`config.mk`:
```
export PLATFORM = sky130hd
export DESIGN_NAME = infix_to_postfix_converter_flat
export DESIGN_NICKNAME = d
export VERILOG_FILES = /design/src/design/i2p_pkg.sv /design/src/design/i2p_if.sv /design/src/design/i2p_queue.sv /design/src/design/i2p_front.sv /design/src/design/i2p_back.sv /design/src/design/infix_to_postfix_converter.sv /design/src/flat_wrapper.sv
export VERILOG_INCLUDE_DIRS = /design/src /design/src/design
export SDC_FILE = /design/constraint.sdc
export NUM_CORES = 1
export LEC_CHECK = 0
export BUFFER_PORTS_ARGS = -buffer_cell sky130_fd_sc_hd__buf_2
export CELL_PAD_IN_SITES_DETAIL_PLACEMENT = 1
export CELL_PAD_IN_SITES_GLOBAL_PLACEMENT = 1
export CORE_AREA = 3 3 126 128
export CTS_CLUSTER_DIAMETER = 150
export DETAILED_ROUTE_END_ITERATION = 10
export DIE_AREA = 0 0 129 131
export MAX_ROUTING_LAYER = met4
export PLACE_DENSITY_LB_ADDON = 0.1
export SKIP_CTS_REPAIR_TIMING = 1
export SYNTH_ARGS = -nofsm -noshare
export SYNTH_HDL_FRONTEND = slang
export SYNTH_SLANG_ARGS = --single-unit
```
`constraint.sdc`:
```
create_clock -name clk -period 8.4 [get_ports clk]
set_clock_uncertainty 0.2 [all_clocks]
set_input_delay 1.26 -clock clk [delete_from_list [all_inputs] [get_ports clk]]
set_output_delay 1.26 -clock clk [all_outputs]
set_load 0.1 [all_outputs]
```
`src/design/infix_to_postfix_converter_defines.svh`:
```
// ----------------------------------------------------------------------------
// Infix to postfix converter: assertion macros
// Shared concurrent assertion forms, clocked on clk and disabled in rst.
// ----------------------------------------------------------------------------
`ifndef INFIX_TO_POSTFIX_CONVERTER_DEFINES_SVH
`define INFIX_TO_POSTFIX_CONVERTER_DEFINES_SVH

// Check a condition at every clock edge
`define I2P_ASSERT_ALWAYS(label, cond, msg) \
  label: assert property (@(posedge clk) disable iff (rst) (cond)) else $error(msg);

// Check a consequence in the same cycle as its trigger
`define I2P_ASSERT_IMPLY(label, ante, cons, msg) \
  label: assert property (@(posedge clk) disable iff (rst) (ante) |-> (cons)) else $error(msg);

// Check a consequence in the cycle after its trigger
`define I2P_ASSERT_NEXT(label, ante, cons, msg) \
  label: assert property (@(posedge clk) disable iff (rst) (ante) |=> (cons)) else $error(msg);

`endif

```
`src/design/i2p_pkg.sv`:
```
// ----------------------------------------------------------------------------
// Infix to postfix converter: package
// Character codes, stack codes, item types and classification helpers.
// ----------------------------------------------------------------------------
`timescale 1ns / 1ps
`default_nettype none

package i2p_pkg;

  // Operator stack sizing
  localparam int STACK_DEPTH = 32;
  localparam int FILL_W      = $clog2(STACK_DEPTH + 1);
  localparam int SP_W        = $clog2(STACK_DEPTH);

  // Queue between front and back
  localparam int QUEUE_DEPTH = 4;
  localparam int QPTR_W      = $clog2(QUEUE_DEPTH);
  localparam int QCNT_W      = $clog2(QUEUE_DEPTH + 1);

  // ASCII characters for operators, parentheses and the terminator
  localparam logic [7:0] CH_PLUS  = 8'h2B;
  localparam logic [7:0] CH_MINUS = 8'h2D;
  localparam logic [7:0] CH_MUL   = 8'h2A;
  localparam logic [7:0] CH_DIV   = 8'h2F;
  localparam logic [7:0] CH_OPEN  = 8'h28;
  localparam logic [7:0] CH_CLOSE = 8'h29;
  localparam logic [7:0] CH_TERM  = 8'h00;

  // Fault codes carried on each result item
  localparam logic [1:0] FAULT_NONE     = 2'd0;
  localparam logic [1:0] FAULT_OVERFLOW = 2'd1;
  localparam logic [1:0] FAULT_PAREN    = 2'd2;

  // Stack entry codes; bit 1 gives the rank of an arithmetic operator
  typedef enum logic [2:0] {
    CODE_PLUS  = 3'd0,
    CODE_MINUS = 3'd1,
    CODE_MUL   = 3'd2,
    CODE_DIV   = 3'd3,
    CODE_OPEN  = 3'd4
  } op_code_t;

  typedef enum logic [1:0] {
    KIND_OPERAND,
    KIND_OPEN,
    KIND_CLOSE,
    KIND_OPER
  } sym_kind_t;

  typedef struct packed {
    logic [7:0] symbol;
    logic       eoe;
    sym_kind_t  kind;
    op_code_t   code;
  } q_item_t;

  typedef enum logic {
    BK_MAIN,
    BK_FLUSH
  } back_state_t;

  function automatic sym_kind_t classify_kind(input logic [7:0] ch);
    sym_kind_t k;
    unique case (ch)
      CH_PLUS, CH_MINUS, CH_MUL, CH_DIV: k = KIND_OPER;
      CH_OPEN:                           k = KIND_OPEN;
      CH_CLOSE:                          k = KIND_CLOSE;
      default:                           k = KIND_OPERAND;
    endcase
    return k;
  endfunction

  function automatic op_code_t classify_code(input logic [7:0] ch);
    op_code_t c;
    unique case (ch)
      CH_PLUS:  c = CODE_PLUS;
      CH_MINUS: c = CODE_MINUS;
      CH_MUL:   c = CODE_MUL;
      CH_DIV:   c = CODE_DIV;
      default:  c = CODE_OPEN;
    endcase
    return c;
  endfunction

  function automatic logic [7:0] op_char(input op_code_t c);
    logic [7:0] ch;
    unique case (c)
      CODE_PLUS:  ch = CH_PLUS;
      CODE_MINUS: ch = CH_MINUS;
      CODE_MUL:   ch = CH_MUL;
      CODE_DIV:   ch = CH_DIV;
      default:    ch = CH_OPEN;
    endcase
    return ch;
  endfunction

endpackage

`default_nettype wire

```
`src/design/i2p_if.sv`:
```
// ----------------------------------------------------------------------------
// Infix to postfix converter: channel interfaces
// Valid/ready channels for input characters, classified items and results.
// ----------------------------------------------------------------------------
`timescale 1ns / 1ps
`default_nettype none

interface i2p_in_if;
  logic       valid;
  logic       ready;
  logic [7:0] symbol_in;
  logic       end_of_expr;

  modport source (output valid, output symbol_in, output end_of_expr, input ready);
  modport sink   (input valid, input symbol_in, input end_of_expr, output ready);
endinterface

interface i2p_item_if;
  import i2p_pkg::*;
  logic    valid;
  logic    ready;
  q_item_t item;

  modport source (output valid, output item, input ready);
  modport sink   (input valid, input item, output ready);
endinterface

interface i2p_out_if;
  logic       valid;
  logic       ready;
  logic [7:0] symbol_out;
  logic       is_last;
  logic [1:0] fault;

  modport source (output valid, output symbol_out, output is_last, output fault, input ready);
  modport sink   (input valid, input symbol_out, input is_last, input fault, output ready);
endinterface

`default_nettype wire

```
`src/design/i2p_queue.sv`:
```
// ----------------------------------------------------------------------------
// Infix to postfix converter: item queue
// Short FIFO that decouples the classifying front from the stack engine.
// ----------------------------------------------------------------------------
`timescale 1ns / 1ps
`default_nettype none
`include "infix_to_postfix_converter_defines.svh"

module i2p_queue (
  input  wire logic clk,
  input  wire logic rst,
  i2p_item_if.sink   src,
  i2p_item_if.source dst
);
  import i2p_pkg::*;

  q_item_t           slots [QUEUE_DEPTH];
  logic [QPTR_W-1:0] wr_ptr;
  logic [QPTR_W-1:0] rd_ptr;
  logic [QCNT_W-1:0] count;
  logic              push;
  logic              pop;

  // Handshake on both sides
  assign src.ready = (count != QCNT_W'(QUEUE_DEPTH));
  assign dst.valid = (count != '0);
  assign dst.item  = slots[rd_ptr];
  assign push      = src.valid && src.ready;
  assign pop       = dst.valid && dst.ready;

  // Store an incoming item
  always_ff @(posedge clk) begin
    if (push) begin
      slots[wr_ptr] <= src.item;
    end
  end

  // Advance pointers and track the fill level
  always_ff @(posedge clk) begin
    if (rst) begin
      wr_ptr <= '0;
      rd_ptr <= '0;
      count  <= '0;
    end else begin
      if (push) begin
        wr_ptr <= (wr_ptr == QPTR_W'(QUEUE_DEPTH - 1)) ? '0 : wr_ptr + 1'b1;
      end
      if (pop) begin
        rd_ptr <= (rd_ptr == QPTR_W'(QUEUE_DEPTH - 1)) ? '0 : rd_ptr + 1'b1;
      end
      if (push && !pop) begin
        count <= count + 1'b1;
      end else if (pop && !push) begin
        count <= count - 1'b1;
      end
    end
  end

  `I2P_ASSERT_ALWAYS(a_q_count_bound, count <= QCNT_W'(QUEUE_DEPTH), "queue count overrun")
  `I2P_ASSERT_NEXT(a_q_count_inc, push && !pop, count == $past(count) + 1'b1, "queue count slip")

endmodule

`default_nettype wire

```
`src/design/i2p_front.sv`:
```
// ----------------------------------------------------------------------------
// Infix to postfix converter: front end
// Accepts characters, classifies them and registers one item for the queue.
// ----------------------------------------------------------------------------
`timescale 1ns / 1ps
`default_nettype none

module i2p_front (
  input  wire logic clk,
  input  wire logic rst,
  i2p_in_if.sink     symbols,
  i2p_item_if.source items
);
  import i2p_pkg::*;

  logic    hold_valid;
  q_item_t hold_item;
  logic    take;

  assign symbols.ready = !hold_valid || items.ready;
  assign take          = symbols.valid && symbols.ready;
  assign items.valid   = hold_valid;
  assign items.item    = hold_item;

  // Classify and hold the accepted item
  always_ff @(posedge clk) begin
    if (take) begin
      hold_item.symbol <= symbols.symbol_in;
      hold_item.eoe    <= symbols.end_of_expr;
      hold_item.kind   <= classify_kind(symbols.symbol_in);
      hold_item.code   <= classify_code(symbols.symbol_in);
    end
  end

  // Track the holding stage
  always_ff @(posedge clk) begin
    if (rst) begin
      hold_valid <= 1'b0;
    end else if (take) begin
      hold_valid <= 1'b1;
    end else if (items.ready) begin
      hold_valid <= 1'b0;
    end
  end

endmodule

`default_nettype wire

```
`src/design/i2p_back.sv`:
```
// ----------------------------------------------------------------------------
// Infix to postfix converter: stack engine
// Steps the stack once a cycle unless output stalls; registers result items.
// ----------------------------------------------------------------------------
`timescale 1ns / 1ps
`default_nettype none
`include "infix_to_postfix_converter_defines.svh"

module i2p_back (
  input  wire logic clk,
  input  wire logic rst,
  i2p_item_if.sink  items,
  i2p_out_if.source postfix
);
  import i2p_pkg::*;

  back_state_t       state;
  back_state_t       state_next;
  op_code_t          stack [STACK_DEPTH];
  logic [FILL_W-1:0] fill;
  logic [FILL_W-1:0] fill_m1;
  logic [1:0]        pending_fault;

  logic              out_valid;
  logic [7:0]        out_sym;
  logic              out_last;
  logic [1:0]        out_fault;

  q_item_t           head;
  op_code_t          top;
  logic              not_empty;
  logic              full;
  logic              out_free;

  logic              emit;
  logic [7:0]        emit_sym;
  logic              emit_last;
  logic              do_push;
  op_code_t          push_code;
  logic              do_pop;
  logic              set_fault;
  logic [1:0]        fault_val;
  logic              step_done;
  logic              flush_done;
  logic              push_ok;

  assign head      = items.item;
  assign fill_m1   = fill - 1'b1;
  assign top       = stack[fill_m1[SP_W-1:0]];
  assign not_empty = (fill != '0);
  assign full      = (fill == FILL_W'(STACK_DEPTH));
  assign out_free  = !out_valid || postfix.ready;
  assign push_ok   = do_push && !full;

  assign items.ready        = step_done;
  assign postfix.valid      = out_valid;
  assign postfix.symbol_out = out_sym;
  assign postfix.is_last    = out_last;
  assign postfix.fault      = out_fault;

  // Choose the step for this cycle
  always_comb begin
    emit       = 1'b0;
    emit_sym   = head.symbol;
    emit_last  = 1'b0;
    do_push    = 1'b0;
    push_code  = head.code;
    do_pop     = 1'b0;
    set_fault  = 1'b0;
    fault_val  = FAULT_NONE;
    step_done  = 1'b0;
    flush_done = 1'b0;
    unique case (state)
      BK_MAIN: begin
        if (items.valid) begin
          unique case (head.kind)
            KIND_OPERAND: begin
              if (out_free) begin
                emit      = 1'b1;
                step_done = 1'b1;
              end
            end
            KIND_OPEN: begin
              do_push   = 1'b1;
              push_code = CODE_OPEN;
              step_done = 1'b1;
            end
            KIND_CLOSE: begin
              if (not_empty && top != CODE_OPEN) begin
                if (out_free) begin
                  emit     = 1'b1;
                  emit_sym = op_char(top);
                  do_pop   = 1'b1;
                end
              end else if (not_empty) begin
                do_pop    = 1'b1;
                step_done = 1'b1;
              end else begin
                set_fault = 1'b1;
                fault_val = FAULT_PAREN;
                step_done = 1'b1;
              end
            end
            KIND_OPER: begin
              if (not_empty && top != CODE_OPEN && top[1] >= head.code[1]) begin
                if (out_free) begin
                  emit     = 1'b1;
                  emit_sym = op_char(top);
                  do_pop   = 1'b1;
                end
              end else begin
                do_push   = 1'b1;
                step_done = 1'b1;
              end
            end
            default: begin
              step_done = 1'b1;
            end
          endcase
        end
      end
      BK_FLUSH: begin
        if (not_empty) begin
          if (top == CODE_OPEN) begin
            do_pop    = 1'b1;
            set_fault = 1'b1;
            fault_val = FAULT_PAREN;
          end else if (out_free) begin
            emit     = 1'b1;
            emit_sym = op_char(top);
            do_pop   = 1'b1;
          end
        end else if (out_free) begin
          emit       = 1'b1;
          emit_sym   = CH_TERM;
          emit_last  = 1'b1;
          flush_done = 1'b1;
        end
      end
      default: begin
      end
    endcase
    if (do_push && full) begin
      set_fault = 1'b1;
      fault_val = FAULT_OVERFLOW;
    end
  end

  // Enter the flush after a final character; leave it after the terminator
  always_comb begin
    state_next = state;
    unique case (state)
      BK_MAIN: begin
        if (step_done && head.eoe) begin
          state_next = BK_FLUSH;
        end
      end
      BK_FLUSH: begin
        if (flush_done) begin
          state_next = BK_MAIN;
        end
      end
      default: begin
        state_next = BK_MAIN;
      end
    endcase
  end

  // Write the stack top on a push
  always_ff @(posedge clk) begin
    if (push_ok) begin
      stack[fill[SP_W-1:0]] <= push_code;
    end
  end

  // Hold a result item until it is taken
  always_ff @(posedge clk) begin
    if (emit) begin
      out_sym   <= emit_sym;
      out_last  <= emit_last;
      out_fault <= pending_fault;
    end
  end

  // Update control state
  always_ff @(posedge clk) begin
    if (rst) begin
      state         <= BK_MAIN;
      fill          <= '0;
      pending_fault <= FAULT_NONE;
      out_valid     <= 1'b0;
    end else begin
      state <= state_next;
      if (push_ok) begin
        fill <= fill + 1'b1;
      end else if (do_pop) begin
        fill <= fill_m1;
      end
      if (set_fault) begin
        pending_fault <= fault_val;
      end else if (emit) begin
        pending_fault <= FAULT_NONE;
      end
      if (emit) begin
        out_valid <= 1'b1;
      end else if (postfix.ready) begin
        out_valid <= 1'b0;
      end
    end
  end

  `I2P_ASSERT_ALWAYS(a_fill_bound, fill <= FILL_W'(STACK_DEPTH), "stack fill overrun")
  `I2P_ASSERT_IMPLY(a_pop_nonempty, do_pop, not_empty, "pop from empty stack")
  `I2P_ASSERT_NEXT(a_term_clears_fault, emit && emit_last, pending_fault == FAULT_NONE, "fault kept past terminator")

endmodule

`default_nettype wire

```
`src/design/infix_to_postfix_converter.sv`:
```
// Path: a character is registered in the front holding stage, then in a queue slot,
// then in the output register. The stack engine emits an operand and pushes '('
// directly; an operator or ')' first pops and emits stacked operators one at a time,
// and an end flag then empties the stack and emits the terminator before a new item.
// Reset: clears stack fill, pending fault, queue and output valid; stack entries are
// not cleared and need no clearing pass.
// ----------------------------------------------------------------------------
// Infix to postfix converter: top level
// Front classifier, item queue and operator stack engine in a row.
// ----------------------------------------------------------------------------
`timescale 1ns / 1ps
`default_nettype none

module infix_to_postfix_converter (
  input  wire logic clk,
  input  wire logic rst,
  i2p_in_if.sink    symbols,
  i2p_out_if.source postfix
);

  i2p_item_if front_items ();
  i2p_item_if back_items ();

  // Classify incoming characters
  i2p_front u_front (
    .clk     (clk),
    .rst     (rst),
    .symbols (symbols),
    .items   (front_items)
  );

  // Buffer classified items
  i2p_queue u_queue (
    .clk (clk),
    .rst (rst),
    .src (front_items),
    .dst (back_items)
  );

  // Run the operator stack
  i2p_back u_back (
    .clk     (clk),
    .rst     (rst),
    .items   (back_items),
    .postfix (postfix)
  );

endmodule

`default_nettype wire
```
`src/flat_wrapper.sv`:
```
// flat-port wrapper written by rule: the top's interface ports become plain ports
module infix_to_postfix_converter_flat 
  (clk, rst, symbols_valid, symbols_symbol_in, symbols_end_of_expr, symbols_ready, postfix_valid, postfix_symbol_out, postfix_is_last, postfix_fault, postfix_ready);
  i2p_in_if symbols_i ();
  i2p_out_if postfix_i ();
  input  wire logic clk;
  input  wire logic rst;
  input wire logic [$bits(symbols_i.valid)-1:0] symbols_valid;
  input wire logic [$bits(symbols_i.symbol_in)-1:0] symbols_symbol_in;
  input wire logic [$bits(symbols_i.end_of_expr)-1:0] symbols_end_of_expr;
  output wire logic [$bits(symbols_i.ready)-1:0] symbols_ready;
  output wire logic [$bits(postfix_i.valid)-1:0] postfix_valid;
  output wire logic [$bits(postfix_i.symbol_out)-1:0] postfix_symbol_out;
  output wire logic [$bits(postfix_i.is_last)-1:0] postfix_is_last;
  output wire logic [$bits(postfix_i.fault)-1:0] postfix_fault;
  input wire logic [$bits(postfix_i.ready)-1:0] postfix_ready;
  assign symbols_i.valid = symbols_valid;
  assign symbols_i.symbol_in = symbols_symbol_in;
  assign symbols_i.end_of_expr = symbols_end_of_expr;
  assign symbols_ready = symbols_i.ready;
  assign postfix_valid = postfix_i.valid;
  assign postfix_symbol_out = postfix_i.symbol_out;
  assign postfix_is_last = postfix_i.is_last;
  assign postfix_fault = postfix_i.fault;
  assign postfix_i.ready = postfix_ready;
  infix_to_postfix_converter u_core (.clk(clk), .rst(rst), .symbols(symbols_i), .postfix(postfix_i));
endmodule
```
==> results.md, run 1 <==
* Vias after detailed routing at 4499
* Count of buffers inserted at the top-level ports at 25
* Required time of the worst setup path at 8.56 ns
* Count of warnings emitted by yosys at 0
* Ys async rst share at 0%
* Synthesized area at between 8000 and 9000 sq um
* Maximum number of pins on one net before global-route repair at 35
* Period minus WS final at roughly 5.7 ns
* DRC viols at 0
* Cell Rows at 45
* DRT iter0 DRCs at approximately 300
* Synthesized-area fraction occupied by adder cells at 1.87%
* Sort of element at the start of the critical path: register
* Number of pins exceeding their max-slew limit in the final report at 0
* Final critical-path share of the clock period at 67.9%
* Post-Layout Inst Area at roughly 9300 sq um
* Startpoint of the lowest-slack hold path: u_core.u_back.pending_fault[1]
* Library cell used as clock root buffer: clkbuf_16
* Register area share after synthesis at around two thirds
* Leftover overflow at the end of global routing at 0
* Register-to-register setup slack at 2.70 ns
* Post-detailed-placement half-perimeter wirelength at about 11000 um
* Cell area reported after detailed placement at approximately 8700 sq um
* Post-synthesis net count at approximately 550
* Worst setup path startpoint: u_core.u_back.fill[0]
* Final net count at roughly 570
* Routed via count divided by cell count at between 6 and 7
* VDD IR-drop max at 0.000198 V
* Effective utilization at floorplan at a little under three fifths
* Multi-input combinational cell area at 2540 sq um
* Max Cap Viol at 0
* Clk Latency, worst-skew pair at about 0.44 ns
* TritonRoute pass-1 iters at 4
* Main combinational cell family by area after synthesis: multiplexers
* Category of cells accounting for the largest share of critical-path delay: adder cells
* Setup repair after global routing missed its margin: false
* Met1 track utilization from global routing at 25.4%
* Register bit total from synthesis at 197
* Post-Layout Cell Count at approximately 750
* Hold violation count in the final report at 0
* Total die area at 16900 sq um
* Reg area at around 5700 sq um
* Cell count after synthesis at ~520
* Area growth, synth to finish at 10.2%
* Share of layout cells above drive strength 1 at between 20% and 30%
* CTS H-tree lvls at 4
* Fraction of synthesized cell area in xor and xnor cells at 0.415%
* Cell mode on critical path: inv_1
* Max transition margin at about a quarter
* Weighted congestion reported at the end of routability-driven placement at ~0.82
* Leakage power total at ~3.1 nW
* First-pass GRT wire length at roughly 27000 um
* Number of clock sinks seen by CTS at roughly 200
* Critical-path cell list: inv_1 > ha_1 > mux4_2 > mux2i_1 > o21ai_0 > o2111ai_4 > nand2_1 > inv_1 > o21ai_1 > ha_1 > inv_1 > fa_1 > xor2_1 > or3_1 > a21oi_1
* Worst hold path class: reg2reg
* Total wire length after detailed routing at 17000 um
* Floorplan Core Area at around 15000 sq um
* Total of fill cells in the finished design at between 1000 and 1500
* Layer carrying the most global-route usage: met2
* Commonest register cell after synthesis: edfxtp_1
* Mean cell area of the mapped netlist at about 16 sq um
* Gr usage total at roughly 22%
* Average detailed-routed wire length per instance at 22.7 um
* Worst Path Class, Setup: reg2reg
* Worst reg2reg startpoint: u_core.u_back.fill[0]
* Top achievable clock speed at around 180 MHz
* Clock transition at the registers of the reported paths at 0.07 ns
* Met2 layer usage reported by global route at 39.3%
* Die Y-Extent at roughly 130 um
* TritonCTS buffer count at 17
* Slowest cell delay on critical path at 1.12 ns
* Final-layout setup total negative slack at 0 ns
* Multiplexer share of the synthesized area at between 10% and 20%
* CTS tree: built
* Antenna violations before repair at 0
* Bufs on Longest Clock Path at 2
* Post-DRT Antenna Nets at 0
* WP buf/inv at 3
* Status: finished clean
* Critical Path End Type: register
* Largest fanout of any net on the critical path at 34
* EDFF count, synth at ~180
* Compound-gate portion of the synthesized area at under 10%
* Die extent in x at around 130 um
* Total I/O pin count at 26
* Via count of the first global-routing pass at approximately 4700
* Met3 Use GR at just over 4%
* Setup violations, final at 0
* Count of cell types in the netlist at 67
* Worst Tran Pin Value at between 1 and 1.5 ns
* Max stage delay cell, worst path: ha_1
* Cell area power density at 378 nW/um^2
* Post-Synth Simple-Gate Area at about 8.5%
* Data arrival time of the critical path at a little under 6 ns
* Cell count after placement at slightly above 700
* # diodes at 0
worst register-to-register path, stage by stage, from the launching register on:
cell and delay [ns]:
dfxtp_2 1.01, inv_1 0.26, ha_1 1.12, mux4_2 0.38, mux2i_1 0.11, o21ai_0 0.18, o2111ai_4 0.30, nand2_1 0.23
inv_1 0.07, o21ai_1 0.38, ha_1 0.27, inv_1 0.07, fa_1 0.43, xor2_1 0.18, or3_1 0.30, a21oi_1 0.15
placed cells by master, fill, tap and decap left out, types with 6 or more instances in the layout:
cell type,instances
buf_2,25
mux2i_1,15
inv_1,14
clkbuf_16,17
o21ai_0,17
a31oi_1,6
a21oi_1,10
and2_1,9
nor2b_1,12
dfxtp_1,19
nor3_1,7
nand2_1,22
mux4_2,35
ha_1,11
nand3_1,6
nor2_1,51
edfxtp_1,177
metrics by stage:
stage / hold WS, ns / setup slack, ns / power (mW) / util (%)
final: 0.258 / 2.70 / 3.52 / 62.1
after global routing: 0.270 / 2.21 / 3.70 / 62.1
after CTS: 0.266 / 2.60 / 3.54 / 62.1
after detailed placement: 0.250 / 2.64 / 2.72 / 58.1
after global placement: 0.250 / 2.85 / 2.69 / 58.1
after floorplan: 0.208 / 4.03 / 2.41 / -
path summary, 6_finish.rpt:
check / to / cells after the start
setup reg to reg: u_core.u_queue.count[2] / 15
hold / removal: u_core.u_back.postfix.fault[1] / 0
setup / recovery: u_core.u_queue.count[2] / 15
hold reg to reg: u_core.u_back.postfix.fault[1] / 0
cell families after synthesis:
group	after synthesis
flops	197
simple gates	141
compound gates	69
mux	61
buf+inv	37
fa+ha+maj	12
xor+xnor	4
where the power goes:
| group | switching (mW) | internal (mW) |
|---|---|---|
| sequential | 0.109 | 1.26 |
| combinational | 0.884 | 0.449 |
| clock | 0.350 | 0.468 |
final cells by class:
cell class	count	share of cell area, %
Clock inverter	8	1.22
Clock buffer	24	5.18
Multi-Input combinational cell	287	27.4
Timing Repair Buffer	29	1.67
Sequential cell	197	61.5
Inverter	14	0.565
Tap cell	188	2.53
synth_stat cells, drive strengths merged, types with 3 or more instances:
cell type,number,area [sq um]
a211oi,6,55.1
o2111ai,3,56.3
buf,13,88.8
clkbuf,10,37.5
nor2b,12,75.1
edfxtp,177,5320
a21oi,11,58.8
and3,5,36.3
and2,9,56.3
nand2b,5,31.3
nand3b,3,22.5
ha,11,138
nand2,23,88.8
a22oi,3,22.5
o22ai,3,18.8
o21ai,19,95.1
inv,14,52.6
a31oi,6,37.5
mux2,8,90.1
dfxtp,20,400
nor2,51,191
or3,6,42.5
mux2i,15,150
nor3,8,45.0
nand3,7,40.0
xor2,3,26.3
mux4,38,867
registers in the layout, indices dropped and copies added, names as in the netlist, 2 cells and up, named ones only:
| signal | count |
|---|---|
| u_core.u_back.stack | 96 |
| u_core.u_queue.slots | 56 |
| u_core.u_front.items.item | 14 |
| u_core.u_back.postfix.symbol_out | 8 |
| u_core.u_back.fill | 6 |
| u_core.u_queue.count | 3 |
| u_core.u_back.pending_fault | 2 |
| u_core.u_back.postfix.fault | 2 |
| u_core.u_queue.rd_ptr | 2 |
| u_core.u_queue.wr_ptr | 2 |
layer usage:
metal	routed length (um)	up-vias
met2	9260	77
met3	536	23
met1	6930	2311
li1	-	2088
met4	257	0
met5	0	-
(Power assumes the default switching activity.)
==> run 2: changes to the inputs <==
ABC_AREA = 1   (was not set)
CORE_AREA = 3 3 143 145   (was 3 3 126 128)
DIE_AREA = 0 0 146 148   (was 0 0 129 131)
clock period = 4.95 ns   (was 8.4 ns; I/O delays follow)
==> results.md, run 2 <==
* Synth top cells by count: nand2_1, edfxtp_1, nand3_1
* Effective utilization at floorplan at around 44%
* Floorplan Core Area at 19300 sq um
* VDD IR-drop max at 0.000410 V
* Die extent in x at between 100 and 150 um
* Commonest non-fill, non-tap cell in the layout: nand2_1
* Register bit total from synthesis at between 150 and 200
* Switch Pwr at approximately 2.9 mW
* Count of buffers inserted at the top-level ports at 25
* Count of cell types in the netlist at 39
* Final-layout setup total negative slack at 0 ns
* Via count of the first global-routing pass at approximately 6100
* Final net count at 846
* CTS tree: built
* Synthesized area at around 8600 sq um
* Post-synthesis net count at 824
* Leakage power total at between 3 and 4 nW
* First-pass GRT wire length at 32600 um
* Clock network fraction of total power at 22.6%
* Cell area reported after detailed placement at around 8900 sq um
* Slowest cell delay on critical path at between 0.5 and 0.6 ns
* WP buf/inv at 2
* Max Cap Viol at 0
* Post-detailed-placement half-perimeter wirelength at approximately 14000 um
* Cell count after placement at roughly 1100
* Category of cells accounting for the largest share of critical-path delay: simple AND/OR/NAND/NOR gates
* Flop pwr share at between 30% and 40%
* Post-Layout Cell Count at roughly 1100
* Top Layer Used: met4
* TritonCTS buffer count at 17
* Instance count along the most critical hold path at 0
* Flip-flop count of the largest register, all copies and words added at between 90 and 100
* Status: finished clean
* Critical-path cell list: inv_1 > ha_1 > xnor2_2 > nand3_1 > nand3_1 > nand2_1 > nand2_1 > nand2_2 > nand3_4 > nand2_1 > nand2_1 > nand3_1 > nand2_1 > ha_1 > inv_1 > fa_1 > a21oi_1 > o21ai_0 > o21ai_0 > a21oi_1
* Bufs on Longest Clock Path at 2
* Max transition margin at about a quarter
* Cell with the most instances after synthesis: nand2_1
* DRT iter0 DRCs at between 200 and 300
* Top achievable clock speed at ~240 MHz
* Worst Tran Pin Value at 1.14 ns
* Commonest register cell after synthesis: edfxtp_1
* CTS H-tree lvls at 4
* Leading area contributor after synthesis: edfxtp_1
* Required time of the worst setup path at 5.08 ns
* Antenna violations before repair at 0
* Portion of synthesized cell area occupied by the leading cell type at about 62%
* Main area contributors after synthesis: edfxtp_1, nand2_1, nand3_1
* Area growth, synth to finish at 11.6%
* Clock transition at the registers of the reported paths at ~0.080 ns
* Setup violations, final at 0
* Length of routed met2 wiring at 11300 um
* Largest fanout of any net on the critical path at 12
* Most used cells in the layout excluding fill and tap cells: nand2_1, edfxtp_1, nand3_1
* Post-DRT Antenna Nets at 0
* Clk Latency, worst-skew pair at roughly 0.44 ns
* Weighted congestion reported at the end of routability-driven placement at between 0.8 and 0.9
* Share of layout cells above drive strength 1 at about a tenth
* Cell mode on critical path: nand2_1
* Hold violation count in the final report at 0
* Number of clock sinks seen by CTS at a little under 200
* Gr usage total at approximately a fifth
* Leftover overflow at the end of global routing at 0
* WP depth at 20
* Met1 wire length at ~8300 um
* Met3 Routed Length at 490 um
* Worst hold path class: reg2reg
* Post-Layout Inst Area at 9580 sq um
* Data arrival time of the critical path at between 4 and 5 ns
* Cell count after synthesis at between 700 and 800
* Cells on worst reg2reg path at 20
* Smallest hold slack at approximately 0.25 ns
* Average detailed-routed wire length per instance at 18.6 um
* Count of warnings emitted by yosys at 0
* Total I/O pin count at 26
* Final critical-path share of the clock period at about 83%
* DRC viols at 0
* Combinational cell fraction of total power at 41.8%
* Die Y-Extent at 148 um
* Sort of element at the start of the critical path: register
* Library cell used as clock root buffer: clkbuf_16
* Total die area at 21600 sq um
* Number of pins exceeding their max-slew limit in the final report at 0
* Total wire length after detailed routing at between 20000 and 25000 um
* Power Internal at 3.51 mW
* Cell Rows at slightly above 50
* TritonRoute pass-1 iters at 4
* Cell area power density at between 600 and 700 nW/um^2
* Worst Path Class, Setup: reg2reg
* Critical Path End Type: register
* Maximum number of pins on one net before global-route repair at between 50 and 60
* Register area share after synthesis at ~67%
* Ys async rst share at 0%
* # diodes at 0
* EDFF count, synth at ~180
* Mean cell area of the mapped netlist at 10.7 sq um
* Vias after detailed routing at about 5700
* Routed via count divided by cell count at between 5 and 6
* Period minus WS final at approximately 4.1 ns
* Proportion of total power due to net switching at between 40% and 50%
* Max stage delay cell, worst path: xnor2_2
* Setup repair after global routing missed its margin: false
run 2: cell count changes after synthesis, sizes merged, moves of 6 or more:
| cell | previous run | this run |
|---|---|---|
| nand3 | 7 | 111 |
| and2 | 9 | 0 |
| a21oi | 11 | 25 |
| nor2 | 51 | 80 |
| nand2 | 23 | 194 |
| or3 | 6 | 0 |
| nor2b | 12 | 0 |
| inv | 14 | 73 |
| mux4 | 38 | 0 |
| mux2 | 8 | 0 |
| buf | 13 | 20 |
| mux2i | 15 | 0 |
| o21ai | 19 | 36 |
run 2: area by class of cell:
cell class / instances / area (sq um)
clock buffers: 17 / 425
clock inverters: 15 / 211
fillers: 2121 / 9750
inverters: 74 / 280
multi-input cells: 497 / 2420
flip-flops and latches: 197 / 5720
well taps: 265 / 332
repair buffers: 34 / 193
run 2: metal layers:
layer | vias to the layer above | track usage [%]
li1 | 2780 | -
met1 | 2834 | 22.1
met5 | - | -
met4 | 0 | 5.64
met3 | 17 | 3.31
met2 | 78 | 38.0
run 2: cells by family (layout without fill, tap and decap cells):
logic type	Yosys count	count (layout)	share of synthesized area, %
compound gates	83	83	5.54
flops	197	197	66.6
buf+inv	105	140	5.26
simple gates	393	393	19.5
xor+xnor	9	9	1.27
fa+ha+maj	12	12	1.84
run 2: final timing paths:
kind,startpoint,end,slack [ns]
setup / recovery,u_core.u_back.fill[1],u_core.u_queue.count[2],0.84
setup reg to reg,u_core.u_back.fill[1],u_core.u_queue.count[2],0.84
hold / removal,u_core.u_back.pending_fault[0],u_core.u_back.postfix.fault[0],0.25
hold reg to reg,u_core.u_back.pending_fault[0],u_core.u_back.postfix.fault[0],0.25
run 2: power groups by stage:
stage	clock, mW	sequential [mW]	combinational (mW)
floorplan	0	2.64	1.66
global placement	0	2.32	2.66
detailed placement	0	2.33	2.72
CTS	1.48	2.29	2.74
global route	1.54	2.31	2.99
finish	1.45	2.29	2.69
run 2: metrics by stage:
stage	setup slack (ns)	util, %	power (mW)
after floorplan	1.20	-	4.30
after global placement	0.976	46.3	4.98
after detailed placement	0.913	46.3	5.05
after CTS	0.862	49.6	6.51
after global routing	0.432	49.6	6.84
final	0.843	49.6	6.43
==> run 3: changes to the inputs <==
clock period = 3.3 ns   (was 4.95 ns; I/O delays follow)
==> results.md, run 3 (synthesized netlist as in run 2, its figures left out) <==
* Max Cap Viol at 0
* Die extent in x at 146 um
* CTS tree: built
* Gr usage total at between 20% and 30%
* Via count of the first global-routing pass at 6249
* Category of cells accounting for the largest share of critical-path delay: adder cells
* Area growth, synth to finish at 21.9%
* Number of clock sinks seen by CTS at between 150 and 200
* Hold violation count in the final report at 0
* Library cell used as clock root buffer: clkbuf_16
* Max transition margin at between 60% and 70%
* Post-Layout Cell Count at 1140
* Vias after detailed routing at between 5000 and 6000
* Bufs on Longest Clock Path at 2
* Max stage delay cell, worst path: ha_4
* CTS H-tree lvls at 4
* Number of pins exceeding their max-slew limit in the final report at 0
* Final Total Pwr at about 11 mW
* Maximum number of pins on one net before global-route repair at 54
* Required time of the worst setup path at around 3.4 ns
* Routed via count divided by cell count at around 5.2
* Top achievable clock speed at between 300 and 400 MHz
* Data arrival time of the critical path at approximately 3.4 ns
* Floorplan Core Area at ~19000 sq um
* Weighted congestion reported at the end of routability-driven placement at 0.856
* TritonRoute pass-1 iters at 5
* Worst Tran Pin Value at 0.539 ns
* Status: finished clean
* Count of buffers inserted at the top-level ports at 25
* Clk Latency, worst-skew pair at 0.44 ns
* Slowest cell delay on critical path at between 0.4 and 0.5 ns
* Post-detailed-placement half-perimeter wirelength at 14400 um
* Critical Path End Type: register
* Commonest non-fill, non-tap cell in the layout: nand2_1
* Post-DRT Antenna Nets at 0
* Final critical-path share of the clock period at 99.8%
* Most used cells in the layout excluding fill and tap cells: nand2_1, edfxtp_1, inv_1, nor2_1, nand3_1
* Cell mode on critical path: nand2_4
* Sort of element at the start of the critical path: register
* Cell count after placement at about 1100
* Flip-flop count of the largest register, all copies and words added at 96
* Cell area power density at roughly 1100 nW/um^2
* Setup violations, final at 0
* Total die area at between 20000 and 25000 sq um
* Final net count at 887
* Worst hold path class: in2reg
* Clock transition at the registers of the reported paths at 0.08 ns
* Average detailed-routed wire length per instance at 19.8 um
* Die Y-Extent at 148 um
* Antenna violations before repair at 0
* Final-layout setup total negative slack at 0 ns
* First-pass GRT wire length at 33900 um
* Worst Path Class, Setup: reg2reg
* Effective utilization at floorplan at between 40% and 50%
* Leftover overflow at the end of global routing at 0
* DRT iter0 DRCs at between 300 and 400
* TritonCTS buffer count at 17
* DRC viols at 0
* Total wire length after detailed routing at between 20000 and 25000 um
* WP buf/inv at 3
* Share of layout cells above drive strength 1 at around a quarter
* Critical-path cell list: inv_8 > ha_4 > clkbuf_16 > nand3_1 > nand3_1 > nand3_1 > nand3_2 > nand2_4 > nand3_4 > nand2_4 > nand2_4 > nand3_4 > nand2_4 > ha_4 > inv_4 > fa_2 > a21oi_2 > o21ai_2 > o21ai_1 > a21oi_1
* Period minus WS final at between 3 and 4 ns
* Total I/O pin count at 26
* Cell Rows at 51
* # diodes at 0
* Setup repair after global routing missed its margin: true
* VDD IR-drop max at approximately 0.00047 V
* Largest fanout of any net on the critical path at 8
* Leakage power total at approximately 4.0 nW
[run 3: stage by stage]
stage | setup slack (ns) | area, sq um | hold slack [ns] | util, %
global route | -0.156 | 10500 | 0.0117 | 54.1
detailed placement | -0.117 | 9190 | 0.218 | 47.5
global placement | 0.0638 | 9190 | 0.222 | 47.5
floorplan | 0.0308 | 8690 | 0.208 | -
CTS | -0.141 | 9780 | 0.0128 | 50.6
finish | 0.00544 | 10500 | 0.0252 | 54.1
[run 3: layout make-up]
cell class / count / area (sq um)
inverters: 74 / 303
repair buffers: 73 / 589
fillers: 2044 / 8870
multi-input cells: 497 / 2910
flip-flops and latches: 197 / 5720
clock inverters: 14 / 156
well taps: 265 / 332
clock buffers: 18 / 429
repair inverters: 2 / 25.0
[run 3: final timing paths]
check | startpoint | endpoint | slack (ns) | depth (start not counted)
max | u_core.u_back.fill[0] | u_core.u_queue.count[2] | 0.005 | 20
min | symbols_end_of_expr | u_core.u_front.items.item[5] | 0.03 | 1
max reg2reg | u_core.u_back.fill[0] | u_core.u_queue.count[2] | 0.005 | 20
min reg2reg | u_core.u_back.pending_fault[0] | u_core.u_back.postfix.fault[0] | 0.23 | 0
[run 3: routing by layer]
layer / part of all wire (%) / track usage (%) / vias to the layer above
met1: 40 / 23.4 / 2993
met5: 0 / - / -
met4: 1.7 / 5.79 / 0
met2: 55 / 38.7 / 104
met3: 3.8 / 3.59 / 28
li1: - / - / 2857
[run 3: power breakdown]
part	internal, mW	switching [mW]	leakage (nW)
registers	3.27	0.163	1.78
clock network	1.02	1.03	0.282
logic	1.79	3.80	1.91
